===== src/design/ffa_pkg.sv =====
// ----------------------------------------------------------------------------
// ffa_pkg
// Shared types and codes for the first-fit free-block allocator.
// ----------------------------------------------------------------------------
package ffa_pkg;

    localparam logic OP_APPEND = 1'b0;
    localparam logic OP_ALLOC  = 1'b1;

    localparam logic [1:0] STAT_OK    = 2'd0;
    localparam logic [1:0] STAT_NOFIT = 2'd1;
    localparam logic [1:0] STAT_FULL  = 2'd2;

    typedef struct packed {
        logic        op;
        logic [31:0] block_addr;
        logic [31:0] req_size;
    } t_in_beat;

    typedef struct packed {
        logic [1:0]  status;
        logic [31:0] alloc_addr;
    } t_out_beat;

    typedef enum logic [1:0] {
        ST_IDLE,
        ST_SCAN,
        ST_WRITE
    } t_state;

endpackage


===== src/design/ffa_table.sv =====
// ----------------------------------------------------------------------------
// ffa_table
// Free-block table: one write port, one registered read port.
// ----------------------------------------------------------------------------
module ffa_table #(
    parameter int DEPTH = 16,
    parameter int AW    = 32,
    parameter int IDXW  = 4
) (
    input  logic            i_clk,
    input  logic            i_wr_en,
    input  logic [IDXW-1:0] i_wr_addr,
    input  logic            i_wr_valid,
    input  logic [AW-1:0]   i_wr_base,
    input  logic [31:0]     i_wr_len,
    input  logic [IDXW-1:0] i_rd_addr,
    output logic            o_rd_valid,
    output logic [AW-1:0]   o_rd_base,
    output logic [31:0]     o_rd_len
);

    localparam int WW = 1 + AW + 32;

    logic [WW-1:0] r_mem [DEPTH];
    logic [WW-1:0] r_rd_word;

    always_ff @(posedge i_clk) begin
        if (i_wr_en) begin
            r_mem[i_wr_addr] <= {i_wr_valid, i_wr_base, i_wr_len};
        end
    end

    always_ff @(posedge i_clk) begin
        r_rd_word <= r_mem[i_rd_addr];
    end

    assign o_rd_valid = r_rd_word[WW-1];
    assign o_rd_base  = r_rd_word[WW-2 -: AW];
    assign o_rd_len   = r_rd_word[31:0];

endmodule


===== src/design/ffa_ctrl.sv =====
// ----------------------------------------------------------------------------
// ffa_ctrl
// Sequencer: appends at the fill count, scans the table in slot order for
// the first fit, and writes the shrunk or retired entry back.
// ----------------------------------------------------------------------------
module ffa_ctrl #(
    parameter int MAX_BLOCKS = 16,
    parameter int AW         = 32,
    parameter int IDXW       = 4
) (
    input  logic                i_clk,
    input  logic                i_rst_n,
    input  logic                start,
    output logic                busy,
    input  ffa_pkg::t_in_beat   i_item,
    output logic                o_done,
    output ffa_pkg::t_out_beat  o_result,
    output logic                o_wr_en,
    output logic [IDXW-1:0]     o_wr_addr,
    output logic                o_wr_valid,
    output logic [AW-1:0]       o_wr_base,
    output logic [31:0]         o_wr_len,
    output logic [IDXW-1:0]     o_rd_addr,
    input  logic                i_rd_valid,
    input  logic [AW-1:0]       i_rd_base,
    input  logic [31:0]         i_rd_len
);

    import ffa_pkg::*;

    localparam int CNTW = $clog2(MAX_BLOCKS + 1);

    t_state          r_state, n_state;
    logic [CNTW-1:0] r_count, n_count;
    logic [CNTW-1:0] r_rd_idx, n_rd_idx;
    logic [IDXW-1:0] r_ev_idx, n_ev_idx;
    logic            r_pend, n_pend;
    logic [31:0]     r_size, n_size;
    logic [IDXW-1:0] r_hit_idx, n_hit_idx;
    logic [31:0]     r_rem, n_rem;
    logic [AW-1:0]   r_base, n_base;
    logic            r_done, n_done;
    t_out_beat       r_result, n_result;

    logic            accept;
    logic            full;
    logic            issue;
    logic            hit;
    logic [AW-1:0]   sum;

    assign accept = start && (r_state == ST_IDLE);
    assign full   = (r_count == CNTW'(MAX_BLOCKS));
    assign issue  = (r_state == ST_SCAN) && (r_rd_idx < r_count);
    assign hit    = (r_state == ST_SCAN) && r_pend && i_rd_valid && (i_rd_len >= r_size);
    assign sum    = r_base + AW'(r_rem);

    always_comb begin
        n_state = r_state;
        case (r_state)
            ST_IDLE: begin
                if (accept && (i_item.op == OP_ALLOC) && (r_count != '0)) begin
                    n_state = ST_SCAN;
                end
            end
            ST_SCAN: begin
                if (hit) begin
                    n_state = ST_WRITE;
                end else if (!issue) begin
                    n_state = ST_IDLE;
                end
            end
            ST_WRITE: n_state = ST_IDLE;
            default:  n_state = ST_IDLE;
        endcase
    end

    always_comb begin
        n_count   = r_count;
        n_rd_idx  = r_rd_idx;
        n_ev_idx  = r_rd_idx[IDXW-1:0];
        n_pend    = 1'b0;
        n_size    = r_size;
        n_hit_idx = r_hit_idx;
        n_rem     = r_rem;
        n_base    = r_base;
        n_done    = 1'b0;
        n_result  = r_result;
        o_wr_en    = 1'b0;
        o_wr_addr  = r_count[IDXW-1:0];
        o_wr_valid = 1'b1;
        o_wr_base  = AW'(i_item.block_addr);
        o_wr_len   = i_item.req_size;
        case (r_state)
            ST_IDLE: begin
                if (accept) begin
                    n_size   = i_item.req_size;
                    n_rd_idx = '0;
                    if (i_item.op == OP_APPEND) begin
                        n_done            = 1'b1;
                        n_result.alloc_addr = '0;
                        if (full) begin
                            n_result.status = STAT_FULL;
                        end else begin
                            n_result.status = STAT_OK;
                            o_wr_en         = 1'b1;
                            n_count         = r_count + 1'b1;
                        end
                    end else if (r_count == '0) begin
                        n_done              = 1'b1;
                        n_result.status     = STAT_NOFIT;
                        n_result.alloc_addr = '0;
                    end
                end
            end
            ST_SCAN: begin
                if (hit) begin
                    n_hit_idx = r_ev_idx;
                    n_rem     = i_rd_len - r_size;
                    n_base    = i_rd_base;
                end else if (issue) begin
                    n_pend   = 1'b1;
                    n_rd_idx = r_rd_idx + 1'b1;
                end else begin
                    n_done              = 1'b1;
                    n_result.status     = STAT_NOFIT;
                    n_result.alloc_addr = '0;
                end
            end
            ST_WRITE: begin
                o_wr_en             = 1'b1;
                o_wr_addr           = r_hit_idx;
                o_wr_valid          = (r_rem != '0);
                o_wr_base           = r_base;
                o_wr_len            = r_rem;
                n_done              = 1'b1;
                n_result.status     = STAT_OK;
                n_result.alloc_addr = 32'(sum);
            end
            default: begin
                n_done = 1'b0;
            end
        endcase
    end

    always_ff @(posedge i_clk) begin
        if (!i_rst_n) begin
            r_state <= ST_IDLE;
            r_count <= '0;
            r_pend  <= 1'b0;
            r_done  <= 1'b0;
        end else begin
            r_state <= n_state;
            r_count <= n_count;
            r_pend  <= n_pend;
            r_done  <= n_done;
        end
    end

    always_ff @(posedge i_clk) begin
        r_rd_idx  <= n_rd_idx;
        r_ev_idx  <= n_ev_idx;
        r_size    <= n_size;
        r_hit_idx <= n_hit_idx;
        r_rem     <= n_rem;
        r_base    <= n_base;
        r_result  <= n_result;
    end

    assign o_rd_addr = r_rd_idx[IDXW-1:0];
    assign busy      = (r_state != ST_IDLE);
    assign o_done    = r_done;
    assign o_result  = r_result;

`ifndef SYNTHESIS
    a_count_bound: assert property (@(posedge i_clk) disable iff (!i_rst_n)
        r_count <= CNTW'(MAX_BLOCKS))
        else $error("fill count beyond table depth");

    a_no_write_in_scan: assert property (@(posedge i_clk) disable iff (!i_rst_n)
        o_wr_en |-> (r_state == ST_IDLE || r_state == ST_WRITE))
        else $error("table write during scan");

    a_append_one_cycle: assert property (@(posedge i_clk) disable iff (!i_rst_n)
        (accept && i_item.op == OP_APPEND) |=> (r_done && r_state == ST_IDLE))
        else $error("append beat not answered next cycle");

    a_count_only_on_append: assert property (@(posedge i_clk) disable iff (!i_rst_n)
        ($past(i_rst_n) && !$past(accept && i_item.op == OP_APPEND))
            |-> (r_count == $past(r_count)))
        else $error("fill count moved without an append");

    a_write_then_done: assert property (@(posedge i_clk) disable iff (!i_rst_n)
        (r_state == ST_WRITE) |=> (r_done && r_result.status == STAT_OK))
        else $error("write-back without a result");
`endif

endmodule


===== src/design/first_fit_allocator.sv =====
// ----------------------------------------------------------------------------
// first_fit_allocator
// First-fit allocator over an ordered table of free blocks.
// ----------------------------------------------------------------------------
// Usage:
//   Command beat: drive i_item and raise start; the beat is taken at a clock
//   edge where start is high and busy is low. op selects append or allocate.
//   Result beat: o_done pulses for one cycle with o_result (status and
//   address); it must be taken in that cycle, there is no stall.
//   Append: written into the next slot at the fill count; result in the cycle
//   after the command. Once MAX_BLOCKS appends have been made, appends
//   report table full until reset.
//   Allocate: the table memory is read one slot a cycle, pipelined against
//   the compare, then the hit entry is written back. A hit returns after the
//   slot's table read, its compare and the write-back state; a miss returns
//   once the last used slot fails its compare, or in the cycle after the
//   command on an empty table. busy stays high until the result cycle. The
//   single read port of the table sets the one-slot-per-cycle scan rate.
//   Reset: synchronous, active low; empties the table through the fill
//   count alone, so no clearing pass is needed and the block is ready at
//   once.
// ----------------------------------------------------------------------------
module first_fit_allocator #(
    parameter int MAX_BLOCKS = 16,
    parameter int ADDR_WIDTH = 32
) (
    input  logic               i_clk,
    input  logic               i_rst_n,
    input  logic               start,
    output logic               busy,
    input  ffa_pkg::t_in_beat  i_item,
    output logic               o_done,
    output ffa_pkg::t_out_beat o_result
);

    import ffa_pkg::*;

    localparam int IDXW = (MAX_BLOCKS > 1) ? $clog2(MAX_BLOCKS) : 1;

    logic                  wr_en;
    logic [IDXW-1:0]       wr_addr;
    logic                  wr_valid;
    logic [ADDR_WIDTH-1:0] wr_base;
    logic [31:0]           wr_len;
    logic [IDXW-1:0]       rd_addr;
    logic                  rd_valid;
    logic [ADDR_WIDTH-1:0] rd_base;
    logic [31:0]           rd_len;

    ffa_ctrl #(
        .MAX_BLOCKS (MAX_BLOCKS),
        .AW         (ADDR_WIDTH),
        .IDXW       (IDXW)
    ) u_ctrl (
        .i_clk      (i_clk),
        .i_rst_n    (i_rst_n),
        .start      (start),
        .busy       (busy),
        .i_item     (i_item),
        .o_done     (o_done),
        .o_result   (o_result),
        .o_wr_en    (wr_en),
        .o_wr_addr  (wr_addr),
        .o_wr_valid (wr_valid),
        .o_wr_base  (wr_base),
        .o_wr_len   (wr_len),
        .o_rd_addr  (rd_addr),
        .i_rd_valid (rd_valid),
        .i_rd_base  (rd_base),
        .i_rd_len   (rd_len)
    );

    ffa_table #(
        .DEPTH (MAX_BLOCKS),
        .AW    (ADDR_WIDTH),
        .IDXW  (IDXW)
    ) u_table (
        .i_clk      (i_clk),
        .i_wr_en    (wr_en),
        .i_wr_addr  (wr_addr),
        .i_wr_valid (wr_valid),
        .i_wr_base  (wr_base),
        .i_wr_len   (wr_len),
        .i_rd_addr  (rd_addr),
        .o_rd_valid (rd_valid),
        .o_rd_base  (rd_base),
        .o_rd_len   (rd_len)
    );

endmodule


===== config.mk =====
export PLATFORM = sky130hd
export DESIGN_NAME = first_fit_allocator
export DESIGN_NICKNAME = d
export VERILOG_FILES = /design/src/design/ffa_pkg.sv /design/src/design/ffa_table.sv /design/src/design/ffa_ctrl.sv /design/src/design/first_fit_allocator.sv
export SDC_FILE = /design/constraint.sdc
export NUM_CORES = 1
export LEC_CHECK = 0
export ABC_AREA = 0
export BUFFER_PORTS_ARGS = -buffer_cell sky130_fd_sc_hd__buf_4
export CAP_MARGIN = 5
export CORE_ASPECT_RATIO = 1.75
export CORE_UTILIZATION = 32
export DETAILED_ROUTE_END_ITERATION = 8
export PLACE_DENSITY = 0.49
export SYNTH_ARGS = -nofsm -noshare
export SYNTH_HDL_FRONTEND = slang
export SYNTH_SLANG_ARGS = --single-unit

===== constraint.sdc =====
create_clock -name i_clk -period 12.87 [get_ports i_clk]
set_clock_uncertainty 0.1 [all_clocks]
set_input_delay 3.861 -clock i_clk [delete_from_list [all_inputs] [get_ports i_clk]]
set_output_delay 3.861 -clock i_clk [all_outputs]
set_load 0.01 [all_outputs]

# Yosys cells after proc, flatten, opt, wreduce, memory -nomap -nowiden
# Memories as Yosys holds them, arrays and structs flattened. A register that Yosys moved wholly into a read port is not among the register bits.
# Index checks and enable logic that the tools add are counted.
# word_totals
reg_bits	152
ram_bits	1040
in_bits	68
out_inout_bits	36
wordCells	86
mem_count	1
# memory_table
memory	words	width	read_ports	rd_ports_with_merged_regs	write_ports	line_no	source
u_table.r_mem	16	65	1	1	1	ffa_table.sv:24	logic [WW-1:0] r_mem [DEPTH];
# classes
add_sub_neg	4
order_cmp	2
eq_ne	10
n_mux	32
bitwise	4
n_reduce_logical	21
# ops
operator	n
$mux 34	5
$pmux 34 s3	1
$mux 32	2
$add 32x32->32	1
$ge 32x32->1	1
$reduce_bool 32->1	1
$sub 32x32->32	1
$mux 5	3
$mux 1	12
$add 5x1->5 const B	2
$pmux 5 s2	1
$mux 2	4
$reduce_and 4->1	2
$logic_and 1x1->1	7
$ne 2x2->1 const B	3
$ne 3x3->1 const B	2
$reduce_and 2->1	3
$eq 5x5->1 const B	1
$logic_not 5->1	1
$lt 5x5->1	1
$reduce_and 5->1	1
$reduce_bool 5->1	1
$mux 4	1
$ne 2x1->1 const B	2
other kinds (10)	14

# Depth between registers and ports, before layout
# logic_depth
depth_word	7
ltp_mapped	12
ltp_nobuf	12

# By module
# Synthesis repeated with hierarchy kept, for this count alone.
# hier_totals
hier_cells	2572
hier_area_um2	49976.7
# modules_own_cells
mod	n_inst	cells_each	area_per_inst_um2	seq_area_each_um2
ffa_table	1	1673	40243.6	32531.2
ffa_ctrl	1	899	9733.1	4434.3

# Worst setup path after synthesis
# No wires, ideal clock.
# synth_timing
kind	input to register
startpoint	input port start
endpoint	memory u_table.r_mem[2][0] in the netlist's numbering (enable)
setup_ns	0.489
t_arrival_ns	7.722
required_ns	12.281
path_slack_ns	4.559
cell_stages	7
path_buffers	0
path_cell_list	nand2_1 > nor3b_1 > and2_1 > nand2_1 > nor2_1 > a31oi_1 > nor2_1
# synth_between
elab_chain_cells	5
# synth_rtl
item	line_no	source
from (decl)	first_fit_allocator.sv:29	input logic start,
$logic_and 1x1->1	ffa_ctrl.sv:51	assign accept = start && (r_state == ST_IDLE);
$mux 1	ffa_ctrl.sv:95	if (accept) begin
$pmux 1 s2	ffa_ctrl.sv:93	case (r_state)
$mux 1	ffa_table.sv:28	if (i_wr_en) begin
$mux 1 (not written as such)	ffa_table.sv:29	r_mem[i_wr_addr] <= {i_wr_valid, i_wr_base, i_wr_len};
to (decl)	ffa_table.sv:24	
# No other way between the ends.

# Worst setup path after layout
# layout_timing
startpoint	input port start
endpoint	memory u_table.r_mem[14][38] in the netlist's numbering (enable)
# The elaborated chain is that of the path after synthesis.

==> out/results.ini <==
[yosys]
synth_async_sr_flop_share_pct = 0
yosys_most_used_dff = edfxtp_1
synth_fp_nets = 3005
synth_enable_flop_cells = 1179
synth.cell_area_um2 = 50300
syn_avg_cell_area_um2 = 17.6
synthTopCellsByCount = 1179 x edfxtp_1, 195 x mux2i_1, 161 x o21ai_0
synth_top_area_share_pct = 70.3
ys_ff_latch = 1257
netlist_instances = 2861
synth_top_area_cell = edfxtp_1
synth_area_leaders = edfxtp_1 70%, mux4_2 5.8%, mux2i_1 3.9%, dfxtp_1 3.1%, mux2_2 2.9%
ys_types = 71
synth.most_common_cell = edfxtp_1
ys_warn_count = 0
seq_area_frac_synth_pct = 73.4

[layout]
fillers = 14616
areaGrowthSynthToFinish_pct = 14.3
fin_nets = 3139
design_area_um2 = 57500
drive_above_1_share_pct = 20.5
multiInputGateArea_um2 = 12800
seqCellArea_um2 = 37000
finalCoreUtilization_pct = 36.8

[timing]
final-setup-viol-count = 0
hold_violations = 0
slew_viol_final = 0
fin_ws_ns = 6.45
relSlewSlack_pct = 19.3
fin_crit_ns = 6.42
tns_ns = 0
max_freq_ghz = 0.156
grt_setup_unrepaired = no
min_period_over_period_pct = 49.9
worst_pin_slew_ns = 1.21

[status]
violations = design-rule violations
status = complete, but fails checks

[floorplanning]
num_rows = 192
die-area_um2 = 159000
coreArea_um2 = 156000
io_pins = 104
initial_utilization_pct = 32.2
fp.dieH_um = 527
die_x_um = 302

[clocking]
cts_resized = 0
clk_pin_slew_ns = 0.06
cts_hold_buf = 0
clock_path_buffers = 3
cts_buffers = 111
cts_tree = done
cts_setup_buffers = 0
cts_sinks = 1257
clock_latency_ns = 0.76
cts_htree_levels = 3
cts-root-buf = clkbuf_16

[placement]
gp_congestion = 0.818
dpl.hpwl_mm = 87.4
placed_cell_area_um2 = 53700
port_buffers = 103
dp_slack_ns = 5.63

[critical_path]
crit_buf_inv = 4
endpoint_kind = flip-flop
arrival_ns = 6.68
rr_endpoint = u_ctrl.o_result[20]
r2r_start = u_table.r_rd_word[0]
path_delay_family = simple AND/OR/NAND/NOR gates
crit_path_frequent_cell = buf_4
startpoint_type = input pin
rr_worst_depth = 14
required_ns = 13.13
slowest_stage = buf_4
crit_path_max_fanout = 39
criticalPathCategory = in -> reg
cp_cell_sequence = buf_4 > nand2_1 > nor3b_1 > buf_4 > and2_1 > nand2_1 > nor2_1 > a31oi_1 > buf_4 > nor2_4 > buf_4
reg2reg_slack_ns = 7.76
critical_path.max_stage_delay_ns = 0.73

[min_path]
hold_path_depth = 0
worstHoldEndpoint = u_ctrl.r_base[28]
hp-start = u_table.r_rd_word[60]
min-delay-path-class = reg -> reg

[route]
wl_per_cell_um = 27.1
route.detailed.drc = 15
post_drt_via_cell_ratio = 5.12
wl_met2_mm = 73.7
dr.first_iter.drc_count = 1685
antenna_left = 0
drt-met1-wl_mm = 55.6
dr_wl_met3_mm = 4.92
topRoutingLayerUsed = met5
via_count = 26266
firstDrtPassIters = 9
routed_wl_mm = 139

[grt]
gr-usage-all-layers_pct = 17.5
antenna_found_initial = 10
grt_pass1_wl_mm = 198
grt_max_degree = 123
grt_overflow = 0
first_global_vias = 27534

[pwr]
pwr_density_cell_nw_per_um2 = 153
ir_drop_mv = 0.106
total_power_mw = 8.81
p_leak_nw = 19.0

[job]
maxCapViolations = 0

## state kept, by name, summed over array words and instances (netlist names)
register,cells
u_table.r_mem,1040
u_table.r_rd_word,65
u_ctrl.o_result,34
u_ctrl.r_base,32
u_ctrl.r_rem,32
u_ctrl.r_size,32
u_ctrl.r_count,5
u_ctrl.r_rd_idx,5
u_ctrl.r_ev_idx,4
u_ctrl.r_hit_idx,4
u_ctrl.r_state,2
u_ctrl.o_done,1
u_ctrl.r_pend,1
## placed cells by master (no fill, tap or decap), drive strengths merged, types with 7 or more instances in the layout
master and instances:
mux2i 195, nor4 9, nor2 78, and2 11
nor3 9, a21oi 130, a221oi 68, dfxtp 78
nand2 103, o21ai 162, clkinv 37, nand2b 12
bufinv 13, o21bai 7, ha 74, a21o 43
edfxtp 1179, o21a 9, nand4 12, xor2 31
and3 10, inv 63, nor3b 7, nand3 17
xnor2 30, a22oi 66, nor2b 8, mux4 130
clkinvlp 8, buf 156, mux2 130, clkbuf 146
## stage by stage
step                hold slack, ns  instances
floorplan                    0.275       2861
global placement             0.286       4919
detailed placement           0.289       4919
CTS                          0.279       5128
global route                 0.283       5129
finish                       0.279       5129
## worst max path at each step
| stage | cells past startpoint | slack, ns | endpoint | startpoint |
|---|---|---|---|---|
| after floorplan | 7 | 4.56 | u_table.r_mem[2][0] | start |
| after global placement | 11 | 5.58 | u_table.r_mem[14][33] | start |
| after detailed placement | 11 | 5.63 | u_table.r_mem[14][40] | start |
| after CTS | 11 | 6.42 | u_table.r_mem[14][36] | start |
| after global routing | 11 | 6.19 | u_table.r_mem[14][33] | start |
| final | 11 | 6.45 | u_table.r_mem[14][38] | start |
## cell families (layout without fill, tap and decap cells)
group	after synthesis	count (layout)	synth area share, %
flops	1257	1257	73.4
compound gates	530	530	6.79
mux	455	455	12.6
simple gates	289	289	2.68
buf+inv	193	423	1.51
fa+ha+maj	76	76	1.92
xor+xnor	61	61	1.06
other cells	0	1	0
## where the power goes
part           total (mW)  switching [mW]  internal (mW)
Sequential           4.59          0.0267           4.56
Clock                3.49            1.54           1.95
Combinational       0.731           0.450          0.281
## per-layer routing
metal,up-vias,global-route usage [%]
li1,11682,-
met2,587,31.9
met1,13817,20.9
met3,178,1.93
met4,2,6.42
met5,-,0
## area by class of cell
| type | instances | share of cell area, % |
|---|---|---|
| antenna | 1 | 0.00435 |
| clock inverter | 63 | 1.31 |
| sequential | 1257 | 64.3 |
| clock buffer | 146 | 5.32 |
| inverter | 58 | 0.381 |
| timing repair buffer | 156 | 2.10 |
| multi-input combinational | 1411 | 22.2 |
| tap | 2037 | 4.43 |
Power figures use the tool's default switching activity.
